==> src/hw/rtl/rspe_pkg.sv <==
// Shared types, constants and GF(256) helpers for the Reed-Solomon parity encoder.
// It has no dependencies. Every other file of the encoder imports it.
`default_nettype none

package rspe_pkg;

    // Code geometry.
    localparam int DATA_SYMBOLS   = 11;
    localparam int PARITY_SYMBOLS = 4;
    localparam int BYTE_W         = 8;

    // Field polynomial x^8+x^4+x^3+x^2+1, low byte only.
    localparam logic [BYTE_W-1:0] GF_POLY_LOW = 8'h1D;
    localparam logic [BYTE_W-1:0] GF_ALPHA    = 8'h02;

    // Symbol counter and parity index widths.
    localparam int CNT_W = $clog2(DATA_SYMBOLS + 1);
    localparam int IDX_W = (PARITY_SYMBOLS > 1) ? $clog2(PARITY_SYMBOLS) : 1;
    localparam logic [CNT_W-1:0] CNT_LAST = CNT_W'(DATA_SYMBOLS - 1);
    localparam logic [IDX_W-1:0] IDX_LAST = IDX_W'(PARITY_SYMBOLS - 1);

    // Block queue between the front and the back.
    localparam int QUEUE_DEPTH = 2;
    localparam int QPTR_W      = (QUEUE_DEPTH > 1) ? $clog2(QUEUE_DEPTH) : 1;
    localparam int QCNT_W      = $clog2(QUEUE_DEPTH + 1);
    localparam logic [QPTR_W-1:0] QPTR_LAST = QPTR_W'(QUEUE_DEPTH - 1);
    localparam logic [QCNT_W-1:0] QCNT_FULL = QCNT_W'(QUEUE_DEPTH);

    // One block of parity bytes; entry 0 is the highest order byte.
    typedef logic [PARITY_SYMBOLS-1:0][BYTE_W-1:0] parity_block_t;

    // Generator coefficients; entry k is the coefficient of x^k.
    typedef logic [PARITY_SYMBOLS:0][BYTE_W-1:0] gen_poly_t;

    // Queue status seen by both sides.
    typedef struct packed {
        logic full;
        logic empty;
    } qstat_t;

    // Shift-and-add multiply in GF(256) with reduction by the field polynomial.
    function automatic logic [BYTE_W-1:0] gf_mul(
        input logic [BYTE_W-1:0] x,
        input logic [BYTE_W-1:0] y
    );
        logic [BYTE_W:0]   m;
        logic [BYTE_W-1:0] acc;
        acc = '0;
        m   = {1'b0, x};
        for (int k = 0; k < BYTE_W; k++)
        begin
            if (y[k])
            begin
                acc = acc ^ m[BYTE_W-1:0];
            end
            m = {m[BYTE_W-1:0], 1'b0};
            if (m[BYTE_W])
            begin
                m = {1'b0, m[BYTE_W-1:0] ^ GF_POLY_LOW};
            end
        end
        return acc;
    endfunction

    // Product of (x + a^i) for i = 1 .. PARITY_SYMBOLS, evaluated at elaboration.
    function automatic gen_poly_t build_gen();
        gen_poly_t         c;
        logic [BYTE_W-1:0] root;
        c    = '0;
        c[0] = 8'd1;
        root = 8'd1;
        for (int i = 1; i <= PARITY_SYMBOLS; i++)
        begin
            root = gf_mul(root, GF_ALPHA);
            c[i] = c[i-1];
            for (int j = i - 1; j > 0; j--)
            begin
                c[j] = c[j-1] ^ gf_mul(c[j], root);
            end
            c[0] = gf_mul(c[0], root);
        end
        return c;
    endfunction

    localparam gen_poly_t GEN_COEF = build_gen();

endpackage

`default_nettype wire

==> src/hw/rtl/rspe_queue.sv <==
// Short queue of finished parity blocks between the front and the back.
// Depends on rspe_pkg for the block type and the queue depth.
`default_nettype none

module rspe_queue import rspe_pkg::*;
(
    input  wire logic    clk,
    input  wire logic    rst_n,
    input  wire logic    push,
    input  wire parity_block_t push_block,
    input  wire logic    pop,
    output parity_block_t head,
    output qstat_t       qstat
);

    parity_block_t     entry_reg [QUEUE_DEPTH];
    logic [QPTR_W-1:0] wr_ptr_reg;
    logic [QPTR_W-1:0] wr_ptr_next;
    logic [QPTR_W-1:0] rd_ptr_reg;
    logic [QPTR_W-1:0] rd_ptr_next;
    logic [QCNT_W-1:0] cnt_reg;
    logic [QCNT_W-1:0] cnt_next;

    assign qstat.full  = (cnt_reg == QCNT_FULL);
    assign qstat.empty = (cnt_reg == '0);
    assign head        = entry_reg[rd_ptr_reg];

    // Pointer and fill count update.
    always_comb
    begin
        wr_ptr_next = wr_ptr_reg;
        rd_ptr_next = rd_ptr_reg;
        cnt_next    = cnt_reg;
        if (push)
        begin
            wr_ptr_next = (wr_ptr_reg == QPTR_LAST) ? '0 : wr_ptr_reg + QPTR_W'(1);
        end
        if (pop)
        begin
            rd_ptr_next = (rd_ptr_reg == QPTR_LAST) ? '0 : rd_ptr_reg + QPTR_W'(1);
        end
        if (push && !pop)
        begin
            cnt_next = cnt_reg + QCNT_W'(1);
        end
        else if (pop && !push)
        begin
            cnt_next = cnt_reg - QCNT_W'(1);
        end
    end

    always_ff @(posedge clk or negedge rst_n)
    begin
        if (!rst_n)
        begin
            wr_ptr_reg <= '0;
            rd_ptr_reg <= '0;
            cnt_reg    <= '0;
        end
        else
        begin
            wr_ptr_reg <= wr_ptr_next;
            rd_ptr_reg <= rd_ptr_next;
            cnt_reg    <= cnt_next;
        end
    end

    // Block storage needs no reset.
    always_ff @(posedge clk)
    begin
        if (push)
        begin
            entry_reg[wr_ptr_reg] <= push_block;
        end
    end

endmodule

`default_nettype wire

==> config.mk <==
export PLATFORM = sky130hd
export DESIGN_NAME = rspe_queue
export DESIGN_NICKNAME = d
export VERILOG_FILES = /design/src/hw/rtl/rspe_pkg.sv /design/src/hw/rtl/rspe_queue.sv
export SDC_FILE = /design/constraint.sdc
export NUM_CORES = 1
export LEC_CHECK = 0
export ABC_CLOCK_PERIOD_IN_PS = 2700
export BUFFER_PORTS_ARGS = -buffer_cell sky130_fd_sc_hd__clkbuf_2
export CORE_AREA = 2 2 75 77
export DETAILED_ROUTE_END_ITERATION = 10
export DIE_AREA = 0 0 77 79
export PLACE_DENSITY = 0.88
export SYNTH_ARGS = -nofsm -noshare
export SYNTH_HDL_FRONTEND = slang
export SYNTH_SLANG_ARGS = --single-unit
export TNS_END_PERCENT = 100
==> constraint.sdc <==
create_clock -name clk -period 2.7 [get_ports clk]
set_input_delay 0.54 -clock clk [delete_from_list [all_inputs] [get_ports clk]]
set_output_delay 0.54 -clock clk [all_outputs]
set_load 0.1 [all_outputs]
# [Word-level counts from Yosys, hierarchy flattened]
# Memory sizes are Yosys's and may differ from the RTL's.
# Cells that the tools add are included.
# Widths: inputs -> output; s select.
[totals] register_bits=4 latchBits=0 ramBits=64 rom_bits=0 in_bits=36 output_inout_bits=34 wordCells=21 mem_count=1
[op_classes] add_sub_neg=4 mul=0 div=0 n_lt_le_gt_ge=0 eq_ne=1 n_shift=0 mux=6 n_bitwise=0 reduce_logical=6
[memory_table] name="entry_reg" depth=2 word_bits=32 read_ports=1 rd_ports_with_merged_regs=0 write_ports=1 line_no="rspe_queue.sv:16" rtl="parity_block_t entry_reg [QUEUE_DEPTH];"
[ops] operator="$mux 1" n=4
[ops] operator="$mux 2" n=2
[ops] operator="$add 1x1->1 const B" n=2
[ops] operator="$add 2x1->2 const B" n=1
[ops] operator="$eq 2x2->1 const B" n=1
[ops] operator="$logic_and 1x1->1" n=2
[ops] operator="$logic_not 1->1" n=2
[ops] operator="$logic_not 2->1" n=1
[ops] operator="$reduce_bool 2->1" n=1
[ops] operator="$sub 2x1->2 const B" n=1

# [Depth between registers and ports, before layout]
# Gate-level depths: netlist of the first run.
[depth] word_depth=4 mapped_depth=5 depth_no_buf=5

# [Worst setup path before layout of the first run]
# No wires, ideal clock.
[synth_path] path_type="in2reg" start="in push" end="mem entry_reg[0][0] (netlist name), enable pin" setup_ps=425 arrival_time_ps=1988 required_time_ps=2275 path_slack_ps=288 stages=1 n_path_buf=0 path_cell_list="nor2b_1"
[synth_via] elab_chain_len=2
[synth_lines] element="start, declared" line_no="rspe_queue.sv:9" rtl="input wire logic push,"
[synth_lines] element="$mux 1" line_no="rspe_queue.sv:71" rtl="if (push)"
[synth_lines] element="$mux 1 (not written as such)" line_no="rspe_queue.sv:73" rtl="entry_reg[wr_ptr_reg] <= push_block;"
[synth_lines] element="end, declared" line_no="rspe_queue.sv:16"
# No other way between the ends.

==> results.md, run 1 <==
- Worst hold path type: in2async
- Drt first pass iters: 4
- WS Path Type: reg2out
- Clock sinks: 68
- Mux share of post-synthesis cell area: 0.177
- Total Routing Usage GR: 0.141
- WHS: around 12 ps
- Worst setup skew after layout: between 7 and 8 ps
- Cell variety after synth: 13
- Syn avg cell area: 22.8 µm²
- RR Startpoint: wr_ptr_reg$_DFFE_PN0P_
- R2R depth: 2
- FF-to-FF End: entry_reg[0][17]$_DFFE_PP_
- Core Area: 0.00534 mm²
- Startpoint Class: flop
- Critical path required time: 2160 ps
- Crit path time final: 2400 ps
- Final ANT Viol Nets: 0
- Fin crit share: 0.889
- Fillers: 421
- Avg WL per Cell: 14.5 µm
- #FFs+latches synth: between 60 and 70
- Ys Warns: 0
- Mapped Nets: about 150
- RSZ-0062 raised after global routing: no
- Max stage delay on crit path: 530 ps
- CTS Hold Bufs: 0
- Cells after synthesis: about 120
- Fmax: roughly 420 MHz
- First-pass GRT wire length: 6220 µm
- Ant diodes: 0
- Highest-count cells in the layout ignoring fill and taps: 69 x clkbuf_2, 64 x edfxtp_1, 29 x mux2_4, 9 x clkbuf_8
- Nets: around 230
- Crit path capture: head[11]
- WP buf/inv: 2
- Slew Limit Fails: 0
- Largest net degree at the start of global routing: 27
- GPL Wtd Cong: between 0.6 and 0.7
- Worst-path maximum fanout: 26
- Worst path slowest cell: dfrtp_2
- Total Die Area: just over 0.006 mm²
- Compound-Gate Fraction of Synth Area: 0
- Total number of vias: 1278
- Die width: between 70 and 80 µm
- CTS buffer count: 9
- Io pins: 70
- Arrival @ worst endpoint: 1860 ps
- DRT iter0 DRCs: 52
- Buffers inserted by post-CTS timing repair: 0
- HPWL after DPL: roughly 2800 µm
- CTS tree: yes
- Initial Utilization: 0.496
- Delay-heaviest family, CP: buffers and inverters
- Max reg flops: 64
- Outcome: complete, no violations
- Later-pin clock latency in the skew report: 330 ps
- Drt total wl: a little under 4000 µm
- WP depth: 3
- XOR/XNOR share of the synthesized area: 0.0165
- FP Rows: 27
- Area share of fa/ha/maj cells after synthesis: 0.00472
- Post_cts resized: 0
- Die Y-Extent: 79 µm
- Worst setup EP type: primary output
- Synth Area in Simple Gates: 0.00992
- Largest family of logic cells by synthesized area: multiplexers
- Layout area overhead: 22.4%
- Max-slew headroom: 0.622
- Crit-path cells: buf_12 -> mux2_2 -> clkbuf_2
- Grt ovf: 0
- Vias in the first global route: about 1300
- Final setup viols: 0
- Crit. Startpoint: rd_ptr_reg$_DFFE_PN0P_
- Mapped cell area: between 0.002 and 0.003 mm²
- # Max-Cap Violations: 0
- Final hold vios: 0
- Clock Tree Buf Depth: 2
- Buffers on Ports: 69
- Clk pin slew, worst setup/hold paths: approximately 70 ps
- Reg2Reg Setup Slack: roughly 1300 ps
- Root buffer cell: clkbuf_8
- Most common cell after layout, fill and taps aside: clkbuf_2
- Vias/cell: ~4.7
- Sum Neg Setup Slack: 0 ps
- H-tree levels: 3
- Final Util: 0.608
- Initial antenna violation count: 0
- DRC Markers: 0
- Layout cells sized above 1: 0.592
- Sequential area share after synthesis: 0.763
- Slew @ Worst Pin: 570 ps
==> how the worst min path moves through the flow <==
| stage | slack (ps) | startpoint | to |
|---|---|---|---|
| 6_report | 10 | rst_n | rd_ptr_reg$_DFFE_PN0P_ |
| 3_5_place_dp | 360 | rst_n | wr_ptr_reg$_DFFE_PN0P_ |
| 5_1_grt | 2 | rst_n | rd_ptr_reg$_DFFE_PN0P_ |
| 4_1_cts | 5 | rst_n | wr_ptr_reg$_DFFE_PN0P_ |
| 2_1_floorplan | 240 | rst_n | cnt_reg[0]$_DFFE_PN0P_ |
| 3_3_place_gp | 360 | rst_n | cnt_reg[1]$_DFFE_PN0P_ |
==> cells by family after synthesis <==
kind of cell,Yosys count
flip-flops,68
multiplexers,32
XOR/XNOR,5
buffers and inverters,5
AND/OR/NAND/NOR,5
adder cells (fa/ha/maj),1
==> worst reg2reg max path, delay by kind of cell (launching register included) <==
family / cells / cell delay, ps
flops: 1 / 420
buf+inv: 1 / 370
simple gates: 1 / 340
==> cells in the mapped netlist <==
cell type	n	area [µm²]
mux2_2	3	33.8
nor2_1	2	7.51
inv_1	1	3.75
ha_1	1	12.5
nor2b_1	2	12.5
mux2_4	29	435
buf_12	3	60.1
buf_6	1	11.3
edfxtp_1	64	1920
dfrtp_1	4	100
xnor2_1	1	8.76
xor2_1	4	35.0
and2_1	1	6.26
==> routing by layer <==
metal,track usage,part of all wire,up-vias
met4,0.0661,0.015,0
met2,0.234,0.50,48
met1,0.159,0.41,612
li1,-,-,611
met5,0,0,-
met3,0.0580,0.071,7
==> final cells by class <==
type,instances,area [µm²],area share
multi-input combinational,43,559,0.172
tap,72,90.1,0.0278
clock inverter,3,40.0,0.0123
sequential,68,2020,0.624
timing repair buffer,73,388,0.120
inverter,1,3.75,0.00116
clock buffer,13,139,0.0428
==> per-stage QoR <==
stage	worst slack [ps]	cell area (µm²)	std cells
floorplan	288	2650	116
global placement	671	3060	257
detailed placement	640	3060	257
CTS	278	3240	273
global route	217	3240	273
finish	300	3240	273
Power of run 1 is not shown: default switching activity piles up to over one toggle a cycle in this logic, so the estimate is an artifact.
==> run 2: changes to the inputs <==
==> constraint.sdc (replaced) <==
create_clock -name clk -period 2.7 [get_ports clk]
set_input_delay 0.27 -clock clk [delete_from_list [all_inputs] [get_ports clk]]
set_output_delay 0.27 -clock clk [all_outputs]
set_load 0.1 [all_outputs]
==> results.md, run 2 (synthesis gave the netlist of run 1 again) <==
- Most common cell after layout, fill and taps aside: clkbuf_2 (unchanged)
- Max-slew headroom: 0.386 (was 0.622)
- Ant diodes: 0 (unchanged)
- FF/Latch Area: 0.00202 mm² (unchanged)
- Area occupied by multi-input gates: 559 µm² (unchanged)
- Grt ovf: 0 (unchanged)
- CTS tree: yes (unchanged)
- GPL Wtd Cong: 0.681 (was 0.698)
- Fin crit share: 0.846 (was 0.889)
- Die Y-Extent: 79 µm (unchanged)
- Vias/cell: 4.72 (was 4.68)
- CTS buffer count: 9 (unchanged)
- Critical path required time: 2430 ps (was 2160 ps)
- HP Start: push_block[14]
- Slew Limit Fails: 0 (unchanged)
- Avg WL per Cell: 15.0 µm (was 14.5 µm)
- FF-to-FF End: entry_reg[1][11]$_DFFE_PP_ (was entry_reg[0][17]$_DFFE_PP_)
- Post-route setup slack: 417 ps (was 300 ps)
- Layout cells sized above 1: 0.600 (was 0.592)
- Clk pin slew, worst setup/hold paths: 80 ps (was 70 ps)
- Nets: 232 (was 233)
- Reg2Reg Setup Slack: 950 ps (was 1250 ps)
- Largest net degree at the start of global routing: 33 (was 27)
- FP Rows: 27 (unchanged)
- Max stage delay on crit path: 750 ps (was 530 ps)
- Final Util: 0.615 (was 0.608)
- Clock Tree Buf Depth: 2 (unchanged)
- Crit-path cells: buf_12 -> mux2_4 -> clkbuf_2 (was buf_12 -> mux2_2 -> clkbuf_2)
- Startpoint Class: flop (unchanged)
- Worst hold path type: in2reg (was in2async)
- Slew @ Worst Pin: 919 ps (was 570 ps)
- Worst setup EP type: primary output (unchanged)
- RSZ-0062 raised after global routing: no (unchanged)
- Worst setup skew after layout: 14.1 ps (was 7.12 ps)
- Crit path time final: 2280 ps (was 2400 ps)
- WS Path Type: reg2out (unchanged)
- WP buf/inv: 2 (unchanged)
- Drt first pass iters: 4 (unchanged)
- Final setup viols: 0 (unchanged)
- Root buffer cell: clkbuf_8 (unchanged)
- DRC Markers: 0 (unchanged)
- RR Startpoint: wr_ptr_reg$_DFFE_PN0P_ (unchanged)
- Fmax: 438 MHz (was 417 MHz)
- Delay-heaviest family, CP: flip-flops (was buffers and inverters)
- Total number of vias: 1285 (was 1278)
- Worst-path maximum fanout: 19 (was 26)
- Hold Path Sink: entry_reg[1][14]$_DFFE_PP_
- Sum Neg Setup Slack: 0 ps (unchanged)
- Outcome: complete, no violations (unchanged)
- Post_cts resized: 0 (unchanged)
- Core Area: 0.00534 mm² (unchanged)
- HPWL after DPL: 2790 µm (was 2780 µm)
- Drt total wl: 4080 µm (was 3970 µm)
- CTS Hold Bufs: 1 (was 0)
- Total Die Area: 0.00608 mm² (unchanged)
- Crit. Startpoint: rd_ptr_reg$_DFFE_PN0P_ (unchanged)
- Post-place setup slack: 756 ps (was 640 ps)
- Final hold vios: 0 (unchanged)
- Hold path cells: 1
- Later-pin clock latency in the skew report: 330 ps (about the same)
- Final ANT Viol Nets: 0 (unchanged)
- DRT iter0 DRCs: 61 (was 52)
- Total Routing Usage GR: 0.139 (was 0.141)
- Max reg flops: 64 (unchanged)
- Initial Utilization: 0.496 (unchanged)
- Buffers inserted by post-CTS timing repair: 0 (unchanged)
- R2R depth: 2 (unchanged)
- WHS: 124 ps (was 11.8 ps)
- Fillers: 409 (was 421)
- First-pass GRT wire length: 6210 µm (was 6220 µm)
- Buffers on Ports: 69 (unchanged)
- Io pins: 70 (unchanged)
- # Max-Cap Violations: 0 (unchanged)
- Initial antenna violation count: 0 (unchanged)
- Layout area overhead: 24.0% (was 22.4%)
- Worst path slowest cell: dfrtp_2 (unchanged)
- Vias in the first global route: 1312 (was 1314)
- WP depth: 3 (unchanged)
- Arrival @ worst endpoint: 2010 ps (was 1860 ps)
- Die width: 77 µm (unchanged)
- H-tree levels: 3 (unchanged)
- Highest-count cells in the layout ignoring fill and taps: 69 x clkbuf_2, 64 x edfxtp_1, 29 x mux2_4, 10 x clkbuf_8, 4 x xor2_1 (was 69 x clkbuf_2, 64 x edfxtp_1, 29 x mux2_4, 9 x clkbuf_8)
- Clock sinks: 68 (unchanged)
run 2: changes by cell type in the layout (fill, tap and decap cells not counted), sizes merged:
cell | previous run | this run
inv | 1 | 2
clkinvlp | 0 | 2
clkinv | 2 | 0
clkbuf | 82 | 80
buf | 4 | 2
dlygate4sd3 | 0 | 1
bufinv | 1 | 2
run 2: layout make-up:
class / instances / share of cell area
clock inverters: 5 / 0.0255
flip-flops and latches: 68 / 0.616
repair buffers: 72 / 0.117
inverters: 1 / 0.00114
clock buffers: 11 / 0.0430
multi-input cells: 43 / 0.170
well taps: 72 / 0.0274
run 2: worst max-delay path by stage:
stage                                            to  slack, ps
after floorplan           entry_reg[0][0]$_DFFE_PP_        430
after global placement                     head[29]        760
after detailed placement                    head[0]        760
after CTS                                   head[0]        380
after global routing                       head[29]        320
final                                       head[0]        420
run 2: layer usage:
layer / global-route usage / part of all wire / wire length [µm]
met4: 0.0643 / 0.0081 / 33
met1: 0.166 / 0.42 / 1730
met5: 0 / 0 / 0
met3: 0.0409 / 0.052 / 212
met2: 0.233 / 0.51 / 2100
run 2: worst register-to-register path, cell delays in order (launching register included):
cell and delay (ps):
dfrtp_1 430, and2_1 590, buf_4 400
run 2: per-stage QoR:
| stage | area [µm²] | cells |
|---|---|---|
| floorplan | 2650 | 116 |
| global placement | 3050 | 255 |
| detailed placement | 3050 | 255 |
| CTS | 3280 | 272 |
| global route | 3280 | 272 |
| finish | 3280 | 272 |
Power of run 2 is left out for the same reason.
